[src/hw/rtl/mmd_pkg.sv]
`timescale 1ns / 1ps
// ----------------------------------------------------------------------------
// mmd_pkg
// shared types, constants and helpers of the min/max decimator
// ----------------------------------------------------------------------------
package mmd_pkg;

  localparam int MAX_CHANNELS = 8;
  localparam int SAMPLE_BITS  = 16;
  localparam int CH_W         = $clog2(MAX_CHANNELS);
  localparam int CNT_W        = 4;
  localparam int FPB_W        = 16;
  localparam int CFG_IDX_W    = 2;
  localparam int CFG_DATA_W   = 16;
  localparam int FIFO_DEPTH   = 2;
  localparam int LVL_W        = 2;

  typedef logic signed [SAMPLE_BITS-1:0] sample_t;

  // register indexes of the configuration port
  localparam logic [CFG_IDX_W-1:0] CFG_CHANNEL_COUNT    = CFG_IDX_W'(0);
  localparam logic [CFG_IDX_W-1:0] CFG_FRAMES_PER_BLOCK = CFG_IDX_W'(1);

  localparam logic [CNT_W-1:0] CHCNT_RESET = CNT_W'(1);
  localparam logic [FPB_W-1:0] FPB_RESET   = FPB_W'(1000);

  localparam sample_t SEED_MIN = sample_t'({1'b0, {(SAMPLE_BITS-1){1'b1}}});
  localparam sample_t SEED_MAX = sample_t'({1'b1, {(SAMPLE_BITS-1){1'b0}}});

  // one tracker entry: running min and max of a channel
  typedef struct packed {
    sample_t min_v;
    sample_t max_v;
  } entry_t;

  localparam entry_t SEED_ENTRY = {SEED_MIN, SEED_MAX};

  // one result beat
  typedef struct packed {
    sample_t           value;
    logic              is_maximum;
    logic [CH_W-1:0]   channel_index;
    logic              last_of_run;
  } result_t;

  // channel count as used: zero counts as one, saturate at the channel limit
  function automatic logic [CNT_W-1:0] live_channels(input logic [CNT_W-1:0] cc);
    logic [CNT_W-1:0] n;
    n = cc;
    if (cc == '0) begin
      n = CNT_W'(1);
    end else if (cc > CNT_W'(MAX_CHANNELS)) begin
      n = CNT_W'(MAX_CHANNELS);
    end
    return n;
  endfunction

endpackage

[src/hw/rtl/mmd_env_ram.sv]
`timescale 1ns / 1ps
// ----------------------------------------------------------------------------
// mmd_env_ram
// tracker memory: one entry per channel, one write and one read port,
// registered read data
// ----------------------------------------------------------------------------
module mmd_env_ram (
  input  logic                     clk,
  input  logic                     wr_en,
  input  logic [mmd_pkg::CH_W-1:0] wr_addr,
  input  mmd_pkg::entry_t          wr_data,
  input  logic                     rd_en,
  input  logic [mmd_pkg::CH_W-1:0] rd_addr,
  output mmd_pkg::entry_t          rd_data
);
  import mmd_pkg::*;

  entry_t mem [MAX_CHANNELS];
  entry_t rd_data_r;

  always_ff @(posedge clk) begin
    if (wr_en) begin
      mem[wr_addr] <= wr_data;
    end
  end

  always_ff @(posedge clk) begin
    if (rd_en) begin
      rd_data_r <= mem[rd_addr];
    end
  end

  assign rd_data = rd_data_r;

endmodule

[src/hw/rtl/mmd_out_fifo.sv]
`timescale 1ns / 1ps
// ----------------------------------------------------------------------------
// mmd_out_fifo
// two-entry result queue in front of the output channel
// ----------------------------------------------------------------------------
module mmd_out_fifo (
  input  logic                      clk,
  input  logic                      rst_n,
  input  logic                      push,
  input  mmd_pkg::result_t          push_data,
  output logic [mmd_pkg::LVL_W-1:0] level,
  output logic                      out_valid,
  input  logic                      out_ready,
  output mmd_pkg::result_t          head
);
  import mmd_pkg::*;

  result_t          slot_r [FIFO_DEPTH];
  logic             wr_ptr_r;
  logic             rd_ptr_r;
  logic [LVL_W-1:0] level_r;
  logic             pop;

  assign out_valid = (level_r != '0);
  assign pop       = out_valid && out_ready;
  assign head      = slot_r[rd_ptr_r];
  assign level     = level_r;

  always_ff @(posedge clk) begin
    if (!rst_n) begin
      wr_ptr_r <= 1'b0;
      rd_ptr_r <= 1'b0;
      level_r  <= '0;
    end else begin
      if (push) begin
        wr_ptr_r <= ~wr_ptr_r;
      end
      if (pop) begin
        rd_ptr_r <= ~rd_ptr_r;
      end
      if (push && !pop) begin
        level_r <= level_r + LVL_W'(1);
      end else if (pop && !push) begin
        level_r <= level_r - LVL_W'(1);
      end
    end
  end

  always_ff @(posedge clk) begin
    if (push) begin
      slot_r[wr_ptr_r] <= push_data;
    end
  end

  // the flush sequencer counts reads in flight, so a push never finds it full
  a_no_overflow: assert property (@(posedge clk) disable iff (!rst_n)
    push |-> (level_r != LVL_W'(FIFO_DEPTH)))
    else $error("result queue overflow");

endmodule

[src/hw/rtl/minmax_decimator.sv]
`timescale 1ns / 1ps
// ----------------------------------------------------------------------------
// minmax_decimator
// min/max envelope decimator for channel-interleaved Q1.15 audio
// ----------------------------------------------------------------------------
// Samples come in interleave order, one per beat, and the block folds each
// into the running minimum and maximum of its channel. Outside a flush it
// takes one sample per clock: the sample's tracker entry is read from a small
// memory at the accept edge and the updated entry is written back on the
// next cycle, with a one-deep bypass when back-to-back samples hit the same
// channel. When a block of frames_per_block frames completes, or a frame's
// last channel carries end_of_data, the block emits all minima in channel
// order, then all maxima, flags the last one, and re-seeds the trackers.
// During that flush the input is held off, from the update stage of the
// block-ending sample until the last read is issued, as the single read port
// of the tracker memory feeds a two-entry result queue; a stalled output
// stretches it further. Re-seeding is done by clearing per-channel valid
// bits, which make an unwritten entry read as the seed values. Writing either
// register restarts the block and drops any partial block; write only while
// the block is idle.
// ----------------------------------------------------------------------------
module minmax_decimator (
  input  logic                          clk,
  input  logic                          rst_n,
  // sample channel
  input  logic                          in_valid,
  output logic                          in_ready,
  input  mmd_pkg::sample_t              in_sample,
  input  logic                          in_end_of_data,
  // result channel
  output logic                          out_valid,
  input  logic                          out_ready,
  output mmd_pkg::sample_t              out_value,
  output logic                          out_is_maximum,
  output logic [mmd_pkg::CH_W-1:0]      out_channel_index,
  output logic                          out_last_of_run,
  // register writes
  input  logic                          cfg_valid,
  output logic                          cfg_ready,
  input  logic [mmd_pkg::CFG_IDX_W-1:0] cfg_index,
  input  logic [mmd_pkg::CFG_DATA_W-1:0] cfg_wdata
);
  import mmd_pkg::*;

  typedef enum logic {
    ST_RUN,
    ST_FLUSH
  } state_t;

  // control state
  state_t              state_r, state_nxt;
  logic [CNT_W-1:0]    chcnt_r;
  logic [FPB_W-1:0]    fpb_r;
  logic [CH_W-1:0]     cur_ch_r;
  logic [FPB_W-1:0]    frames_r;
  logic [MAX_CHANNELS-1:0] seen_r;    // entry written since the last re-seed
  logic                s1_vld_r;      // update stage busy
  logic                s1_end_r;      // sample in update stage closes a block
  logic                wr_hit_r;      // update stage must bypass the memory
  logic                fl_phase_r;    // 0 while emitting minima, 1 for maxima
  logic [CH_W-1:0]     fl_ch_r;
  logic                rd_pend_r;     // flush read data lands this cycle

  // payload registers
  logic [CH_W-1:0]     s1_ch_r;
  sample_t             s1_sample_r;
  logic                s1_seen_r;
  entry_t              wr_data_r;
  logic [CH_W-1:0]     pend_ch_r;
  logic                pend_max_r;
  logic                pend_last_r;
  logic                pend_seen_r;

  // datapath wires
  logic [CNT_W-1:0]    n_live;
  logic [CNT_W-1:0]    n_m1;
  logic [FPB_W-1:0]    fpb_live;
  logic [CH_W-1:0]     ch_acc;
  logic                last_ch;
  logic [FPB_W:0]      frames_inc;
  logic                blk_end;
  logic                in_acc;
  logic                cfg_acc;
  logic                cfg_hit;
  entry_t              ram_rdata;
  entry_t              old_ent;
  entry_t              upd_ent;
  entry_t              pend_ent;
  logic                fl_issue;
  logic                fl_last_ch;
  logic                fl_done;
  logic                ram_re;
  logic [CH_W-1:0]     ram_raddr;
  logic [LVL_W-1:0]    fifo_level;
  result_t             push_data;
  result_t             head;

  // ---- live configuration --------------------------------------------------
  assign n_live   = live_channels(chcnt_r);
  assign n_m1     = n_live - CNT_W'(1);
  assign fpb_live = (fpb_r == '0) ? FPB_W'(1) : fpb_r;

  // ---- accept stage: position in frame and block ---------------------------
  assign ch_acc     = ({1'b0, cur_ch_r} >= n_live) ? n_m1[CH_W-1:0] : cur_ch_r;
  assign last_ch    = (({1'b0, ch_acc} + CNT_W'(1)) == n_live);
  assign frames_inc = {1'b0, frames_r} + (FPB_W+1)'(1);
  // end of data only counts on a frame's last channel
  assign blk_end    = last_ch && ((frames_inc >= {1'b0, fpb_live}) || in_end_of_data);

  // hold off the next sample once a block-ending sample is in the update stage
  assign in_ready = (state_r == ST_RUN) && !(s1_vld_r && s1_end_r);
  assign in_acc   = in_valid && in_ready;

  assign cfg_ready = (state_r == ST_RUN) && !s1_vld_r && !rd_pend_r;
  assign cfg_acc   = cfg_valid && cfg_ready;
  assign cfg_hit   = cfg_acc &&
                     ((cfg_index == CFG_CHANNEL_COUNT) || (cfg_index == CFG_FRAMES_PER_BLOCK));

  // ---- update stage: read-modify-write of the channel entry ----------------
  always_comb begin
    if (wr_hit_r) begin
      old_ent = wr_data_r;
    end else if (s1_seen_r) begin
      old_ent = ram_rdata;
    end else begin
      old_ent = SEED_ENTRY;
    end
    upd_ent.min_v = (s1_sample_r < old_ent.min_v) ? s1_sample_r : old_ent.min_v;
    upd_ent.max_v = (s1_sample_r > old_ent.max_v) ? s1_sample_r : old_ent.max_v;
  end

  // ---- flush sequencer ------------------------------------------------------
  // a read is issued only if the queue has room for it and the one in flight
  assign fl_issue   = (state_r == ST_FLUSH) &&
                      (({1'b0, fifo_level} + (LVL_W+1)'(rd_pend_r)) < (LVL_W+1)'(FIFO_DEPTH));
  assign fl_last_ch = (({1'b0, fl_ch_r} + CNT_W'(1)) == n_live);
  assign fl_done    = fl_issue && fl_phase_r && fl_last_ch;

  // one read port shared by accept and flush, never both in one cycle
  assign ram_re    = in_acc || fl_issue;
  assign ram_raddr = fl_issue ? fl_ch_r : ch_acc;

  always_comb begin
    state_nxt = state_r;
    unique case (state_r)
      ST_RUN: begin
        if (s1_vld_r && s1_end_r) begin
          state_nxt = ST_FLUSH;
        end
      end
      ST_FLUSH: begin
        if (fl_done) begin
          state_nxt = ST_RUN;
        end
      end
      default: state_nxt = ST_RUN;
    endcase
  end

  always_ff @(posedge clk) begin
    if (!rst_n) begin
      state_r    <= ST_RUN;
      chcnt_r    <= CHCNT_RESET;
      fpb_r      <= FPB_RESET;
      cur_ch_r   <= '0;
      frames_r   <= '0;
      seen_r     <= '0;
      s1_vld_r   <= 1'b0;
      s1_end_r   <= 1'b0;
      wr_hit_r   <= 1'b0;
      fl_phase_r <= 1'b0;
      fl_ch_r    <= '0;
      rd_pend_r  <= 1'b0;
    end else begin
      state_r <= state_nxt;

      if (cfg_acc) begin
        unique case (cfg_index)
          CFG_CHANNEL_COUNT:    chcnt_r <= cfg_wdata[CNT_W-1:0];
          CFG_FRAMES_PER_BLOCK: fpb_r   <= cfg_wdata[FPB_W-1:0];
          default: ;
        endcase
      end

      // frame and block counters
      if (cfg_hit) begin
        cur_ch_r <= '0;
        frames_r <= '0;
      end else if (in_acc) begin
        if (last_ch) begin
          cur_ch_r <= '0;
          frames_r <= blk_end ? '0 : frames_inc[FPB_W-1:0];
        end else begin
          cur_ch_r <= ch_acc + CH_W'(1);
        end
      end

      // re-seed by dropping the valid bits
      if (cfg_hit || fl_done) begin
        seen_r <= '0;
      end else if (s1_vld_r) begin
        seen_r[s1_ch_r] <= 1'b1;
      end

      s1_vld_r <= in_acc;
      s1_end_r <= in_acc && blk_end;
      // write-back and read of the same entry meet at this edge
      wr_hit_r <= s1_vld_r && in_acc && (s1_ch_r == ch_acc);

      if (fl_issue) begin
        if (fl_last_ch) begin
          fl_ch_r    <= '0;
          fl_phase_r <= ~fl_phase_r;
        end else begin
          fl_ch_r <= fl_ch_r + CH_W'(1);
        end
      end
      rd_pend_r <= fl_issue;
    end
  end

  always_ff @(posedge clk) begin
    if (in_acc) begin
      s1_ch_r     <= ch_acc;
      s1_sample_r <= in_sample;
      s1_seen_r   <= seen_r[ch_acc];
    end
    if (s1_vld_r) begin
      wr_data_r <= upd_ent;
    end
    if (fl_issue) begin
      pend_ch_r   <= fl_ch_r;
      pend_max_r  <= fl_phase_r;
      pend_last_r <= fl_done;
      pend_seen_r <= seen_r[fl_ch_r];
    end
  end

  mmd_env_ram u_ram (
    .clk     (clk),
    .wr_en   (s1_vld_r),
    .wr_addr (s1_ch_r),
    .wr_data (upd_ent),
    .rd_en   (ram_re),
    .rd_addr (ram_raddr),
    .rd_data (ram_rdata)
  );

  // ---- result beat assembly -------------------------------------------------
  always_comb begin
    pend_ent                = pend_seen_r ? ram_rdata : SEED_ENTRY;
    push_data.value         = pend_max_r ? pend_ent.max_v : pend_ent.min_v;
    push_data.is_maximum    = pend_max_r;
    push_data.channel_index = pend_ch_r;
    push_data.last_of_run   = pend_last_r;
  end

  mmd_out_fifo u_fifo (
    .clk       (clk),
    .rst_n     (rst_n),
    .push      (rd_pend_r),
    .push_data (push_data),
    .level     (fifo_level),
    .out_valid (out_valid),
    .out_ready (out_ready),
    .head      (head)
  );

  assign out_value         = head.value;
  assign out_is_maximum    = head.is_maximum;
  assign out_channel_index = head.channel_index;
  assign out_last_of_run   = head.last_of_run;

  // ---- checks -----------------------------------------------------------------
  a_end_starts_flush: assert property (@(posedge clk) disable iff (!rst_n)
    (s1_vld_r && s1_end_r) |=> (state_r == ST_FLUSH))
    else $error("block end did not start a flush");

  a_bypass_after_write: assert property (@(posedge clk) disable iff (!rst_n)
    wr_hit_r |-> $past(s1_vld_r))
    else $error("bypass taken without a write-back");

  a_pend_from_flush: assert property (@(posedge clk) disable iff (!rst_n)
    rd_pend_r |-> $past(state_r == ST_FLUSH))
    else $error("flush read data outside a flush");

  a_flush_stage_empty: assert property (@(posedge clk) disable iff (!rst_n)
    (state_r == ST_FLUSH) |-> !s1_vld_r)
    else $error("update stage busy during flush");

endmodule

[config.mk]
export PLATFORM = sky130hd
export DESIGN_NAME = minmax_decimator
export DESIGN_NICKNAME = d
export VERILOG_FILES = /design/src/hw/rtl/mmd_pkg.sv /design/src/hw/rtl/mmd_env_ram.sv /design/src/hw/rtl/mmd_out_fifo.sv /design/src/hw/rtl/minmax_decimator.sv
export SDC_FILE = /design/constraint.sdc
export NUM_CORES = 1
export LEC_CHECK = 0
export BUFFER_PORTS_ARGS = -buffer_cell sky130_fd_sc_hd__buf_2
export CORE_MARGIN = 4
export CORE_UTILIZATION = 46
export DETAILED_ROUTE_END_ITERATION = 7
export GPL_TIMING_DRIVEN = 0
export SLEW_MARGIN = 15
export SYNTH_ARGS = -nofsm -noshare
export SYNTH_HDL_FRONTEND = slang
export SYNTH_HIERARCHICAL = 1
export SYNTH_SLANG_ARGS = --single-unit
[constraint.sdc]
create_clock -name clk -period 5.4 [get_ports clk]
set_input_delay 0.81 -clock clk [delete_from_list [all_inputs] [get_ports clk]]
set_output_delay 0.81 -clock clk [all_outputs]
set_load 0.05 [all_outputs]
; Yosys cells after proc, flatten, opt, wreduce, memory -nomap -nowiden
; Memories as Yosys holds them, arrays and structs flattened. A register that Yosys moved wholly into a read port is not among the register bits.
; Index checks and enable logic that the tools add are counted.
; W data, S select, Z words.
[totals]
regBits = 118
ramBits = 298
in_bits = 40
out_inout_bits = 24
elab_cells = 123
memories = 2
[classes]
addsub = 9
order_cmp = 10
eq_ne = 4
muxes = 31
bitwise = 6
reduce_logical = 37
[memory_table]
columns = memory, words, width, read_ports, rd_clocked_by_memory_dff, wr, line
row1 = u_ram.mem, 8, 32, 1, 1, 1, mmd_env_ram.sv:18  ; entry_t mem [MAX_CHANNELS];
row2 = u_fifo.slot_r, 2, 21, 1, 1, 1, mmd_out_fifo.sv:18  ; result_t slot_r [FIFO_DEPTH];
[op_table]
columns = cell, count
row1 = $mux W32, 3
row2 = $mux W16, 5
row3 = $logic_and A1 B1 Y1, 18
row4 = $add A16 B1 Y17 const B, 1
row5 = $ge A17 B16 Y1, 1
row6 = $gt A16 B16 Y1, 1
row7 = $logic_not A16 Y1, 1
row8 = $lt A16 B16 Y1, 1
row9 = $lt A3 B4 Y1 const B, 3
row10 = $mux W3, 4
row11 = $mux W1, 11
row12 = $add A3 B1 Y4 const B, 2
row13 = $eq A4 B4 Y1, 2
row14 = $mux W4, 2
row15 = $or A8 B8 Y8, 1
row16 = $reduce_and A2 Y1, 4
row17 = $add A3 B1 Y3 const B, 2
row18 = $bmux W1 S3, 2
row19 = $not A1 Y1, 5
row20 = $ge A3 B4 Y1, 1
row21 = $gt A4 B4 Y1 const B, 1
row22 = $logic_not A1 Y1, 4
row23 = $logic_not A4 Y1, 1
row24 = $logic_or A1 B1 Y1, 4
row25 = other kinds (14), 17

; Logic depth before layout (Yosys ltp)
[depth]
word_depth = 9
mapped_depth = 19
ltp_nobuf = 17

; Hierarchy
; The synthesis kept the hierarchy.
[by_module_without_submodules]
columns = module, instances, cells_each, area_each_um2, seq_area_each_um2
row1 = mmd_env_ram, 1, 415, 10786.6, 8648.3
row2 = minmax_decimator, 1, 781, 7090.6, 2862.7
row3 = mmd_out_fifo, 1, 86, 1721.7, 1361.3

; Worst setup path after synthesis
; Ideal clock, no wire load.
[synth_path]
path_type = register -> register
startpoint = register s1_vld_r
endpoint = memory u_ram/mem[4][0] in the netlist's numbering, enable pin
setup_time_ns = 0.461
arrival_time_ns = 3.513
t_required_ns = 4.939
setup_slack_ns = 1.426
path_stages_with_launch = 3
n_path_buf = 0
period_less_slack_ns = 3.974
cell_sequence = dfxtp_1 > nand2_1 > nor3_1
[synth_between]
elab_chain_cells = 2
[synth_rtl]
columns = item, line
row1 = "start, declared", minmax_decimator.sv:57  ; logic s1_vld_r;
row2 = "start signal, assigned", minmax_decimator.sv:205  ; s1_vld_r <= in_acc;
row3 = $mux W1, mmd_env_ram.sv:22  ; if (wr_en) begin
row4 = $mux W1 (implied by the code), mmd_env_ram.sv:23  ; mem[wr_addr] <= wr_data;
row5 = "end, declared", mmd_env_ram.sv:18
; No other way between the ends.

==> flow_metrics.py <==
metrics = {
    "outcome": {
        "status": "finished clean",
    },
    "synthesis": {
        "syn_avg_cell_area_um2": 15.29,
        "syn-num-nets": 1377,
        "synthCells": 1282,
        "synthArstFlopShare_pct": 0,
        "yosysWarnings": 6,
        "synth_top_family_by_area": "multiplexers",
        "synth_fa_ha_area_share_pct": 3.511,
        "synth_ff_type": "edfxtp_1",
        "ys_seq_area_share_pct": 65.68,
        "syn_area_um2": 19600,
        "synth.distinct_cells": 72,
        "synth_edf_count": 388,
        "synth-compound-area-share_pct": 6.314,
        "synth-seq-cells": 449,
        "synth-simple-area-share_pct": 7.935,
        "synthMuxAreaShare_pct": 12.95,
        "synth_xor_area_share_pct": 1.117,
    },
    "placement": {
        "place_hpwl_um": 30020,
        "place.gp.congestion": 0.8615,
        "place_ws_ns": 0.1552,
        "portBuffers": 63,
        "placed_cells": 1901,
    },
    "worst_hold_path": {
        "hp-class": "in -> reg",
        "hold_start": "in_sample[13]",
        "worstHoldPathCells": 1,
    },
    "floorplan": {
        "ioPinCount": 64,
        "rows": 75,
        "die_w_um": 214.4,
        "die_y_um": 214.4,
        "start_util_pct": 46.62,
        "coreArea_um2": 42040,
        "die_area_um2": 45970,
    },
    "critical_path": {
        "r2r_cells": 13,
        "start_kind": "flop",
        "rrSetupSlack_ns": 0.40,
        "endpoint_kind": "flop",
        "critPathRequiredTime_ns": 5.65,
        "worstPathArrival_ns": 5.25,
        "r2r_end": "wr_data_r[24]$_DFFE_PP_",
        "critPathLaunch": "wr_hit_r$_SDFF_PN0_",
        "reg2reg_from": "wr_hit_r$_SDFF_PN0_",
        "path_max_fanout": 10,
        "cp-endpoint": "wr_data_r[24]$_DFFE_PP_",
        "crit_type": "reg -> reg",
    },
    "clock_network": {
        "clock_latency_ns": 0.59,
        "h-tree-depth": 2,
        "clkTransAtPathRegs_ns": 0.06,
        "cts_sinks": 449,
        "clockBufferDepth": 3,
        "cts_tree": "yes",
        "cts_root_buffer": "clkbuf_16",
        "postCtsSetupRepairBufs": 0,
        "cts_made_buffers": 46,
    },
    "timing": {
        "fin_crit_ns": 4.998,
        "finalHoldViolations": 0,
        "worstMarginPinSlew_ns": 1.009,
        "timing.setup.tns_ns": 0,
        "setup_viol": 0,
        "period_share_pct": 92.55,
        "max_clock_freq_ghz": 0.2001,
        "worst_slack_ns": 0.4021,
        "rsz0062_at_grt": "false",
        "slew_headroom_pct": 32.66,
        "final_max_slew_viol_count": 0,
        "fin_skew_ns": 0.02222,
    },
    "global_route": {
        "grt_pass1_wl_um": 68300,
        "overflow": 0,
        "grt_pass1_vias": 11540,
        "antenna_found_initial": 0,
        "grt_max_degree": 24,
        "grt_usage_pct": 19.12,
    },
    "cells_and_area": {
        "area_growth_pct": 14.20,
        "post-route-util_pct": 53.24,
        "antennaDiodeCount": 0,
        "nets": 1505,
        "stdcell_count": 1986,
        "drive_gt1_share_pct": 19.83,
    },
    "drt": {
        "drt_iter0_drc": 836,
        "wl_per_cell_um": 21.75,
        "firstDrtPassIters": 5,
        "ant_nets": 0,
        "vias": 11260,
        "via_per_inst": 5.671,
        "drt-total-wl_um": 43200,
        "drc_errors": 0,
    },
    "pwr": {
        "ir_drop_v": 0.0002724,
        "leakage_nw": 7.951,
        "pwr_density_cell_nw_per_um2": 513.3,
    },
    "job": {
        "max-cap-violations": 0,
    },
}
[cell usage after synthesis (26+ instances only)]
library cell | count | share of area, %
dfxtp_1 | 61 | 6.2
mux4_2 | 26 | 3.0
mux2i_1 | 27 | 1.4
ha_1 | 55 | 3.5
nand2_1 | 102 | 2.0
edfxtp_1 | 388 | 59
nor2_1 | 49 | 0.94
mux4_1 | 40 | 5.4
inv_1 | 43 | 0.82
o21ai_0 | 52 | 1.3
a21oi_1 | 68 | 1.7
nand3_1 | 30 | 0.77
mux2_2 | 56 | 3.2
[stage by stage]
stage          instance area [um^2]  power [mW]  hold slack, ns
2_1_floorplan                 19600       7.341          0.4064
3_3_place_gp                  20590       8.345          0.4144
3_5_place_dp                  20900       8.473          0.4142
4_1_cts                       22380       11.61          0.3537
5_1_grt                       22380       12.09          0.3610
6_report                      22380       11.49          0.3921
[state kept, by name (all words and copies together), names as in the netlist, 2 cells and up, named ones only]
register and count:
seen_r 8, u_ram/mem 256, cur_ch_r 3, chcnt_r 4, s1_sample_r 16, pend_ch_r 3, frames_r 16, u_fifo/level 2
s1_ch_r 3, fl_ch_r 3, fpb_r 16, u_fifo/slot_r 42, u_ram/rd_data 32, wr_data_r 32
[logic make-up (layout without fill, tap and decap cells)]
group / count (synthesis) / count (layout)
AO/OA/AOI/OAI: 198 / 198
adder cells (fa/ha/maj): 55 / 55
AND/OR/NAND/NOR: 305 / 305
multiplexers: 149 / 149
XOR/XNOR: 25 / 25
flip-flops: 449 / 449
buffers and inverters: 101 / 266
[layer usage]
layer	part of all wire (%)	vias up	GRT usage (%)	wire length (um)
met2	48	283	30.92	20740
met5	0	-	0	0
met4	1.7	0	4.431	756
li1	-	5237	-	-
met1	45	5689	27.36	19460
met3	5.2	53	3.401	2248
[report_power, final]
group | leakage (nW) | total [mW] | switching, mW | internal [mW]
sequential | 4.05 | 4.99 | 0.275 | 4.71
combinational | 3.18 | 3.41 | 2.02 | 1.39
clock | 0.719 | 3.09 | 1.32 | 1.77
total | 7.95 | 11.5 | 3.62 | 7.87
[how the worst min path moves through the flow]
stage / endpoint / slack (ns)
2_1_floorplan: pend_ch_r[2]$_DFFE_PP_ / 0.41
3_3_place_gp: pend_ch_r[2]$_DFFE_PP_ / 0.41
3_5_place_dp: pend_ch_r[2]$_DFFE_PP_ / 0.41
4_1_cts: s1_sample_r[13]$_DFFE_PP_ / 0.35
5_1_grt: s1_sample_r[12]$_DFFE_PP_ / 0.36
6_report: s1_sample_r[13]$_DFFE_PP_ / 0.39
[timing repair]
item                                    in CTS  in global routing
hold buffers                                 0                  0
endpoints found under the setup margin       0                 27
resized for setup                            0                  4
[layout by cell type, fill, tap and decap left out, types with 13 or more instances in the layout]
master,n
o21ai_0,41
edfxtp_1,388
nor2_1,43
inv_1,43
mux2_2,56
a21boi_0,13
clkbuf_1,31
mux4_1,40
o21ai_1,18
a21oi_1,68
and3_1,24
clkbuf_16,46
dfxtp_1,60
nand3_1,30
buf_6,13
ha_1,55
mux4_2,26
xnor2_1,17
nand3b_1,17
mux2i_1,27
buf_2,78
nand2_1,101
[critical path, stage by stage, from the launching register on]
cell and delay (ns):
dfxtp_1 0.37, clkbuf_1 0.42, inv_1 0.24, clkbuf_1 0.31, nand3b_1 0.16, o21ai_0 0.12
ha_1 0.32, a21o_1 0.16, a211o_1 0.33, a2111oi_0 0.70, o21ai_1 0.30, mux2i_1 0.20
buf_2 0.22, o21ai_0 0.78
[layout make-up]
cell class,count,area [um^2]
plain buffers,58,327.8
clock buffers,52,1174
multi-input cells,732,6297
flip-flops and latches,449,12870
clock inverters,33,305.3
repair buffers,80,569.3
well taps,539,674.4
inverters,43,161.4
fillers,3452,19660
No activity file was read; power rests on OpenSTA's default activity.
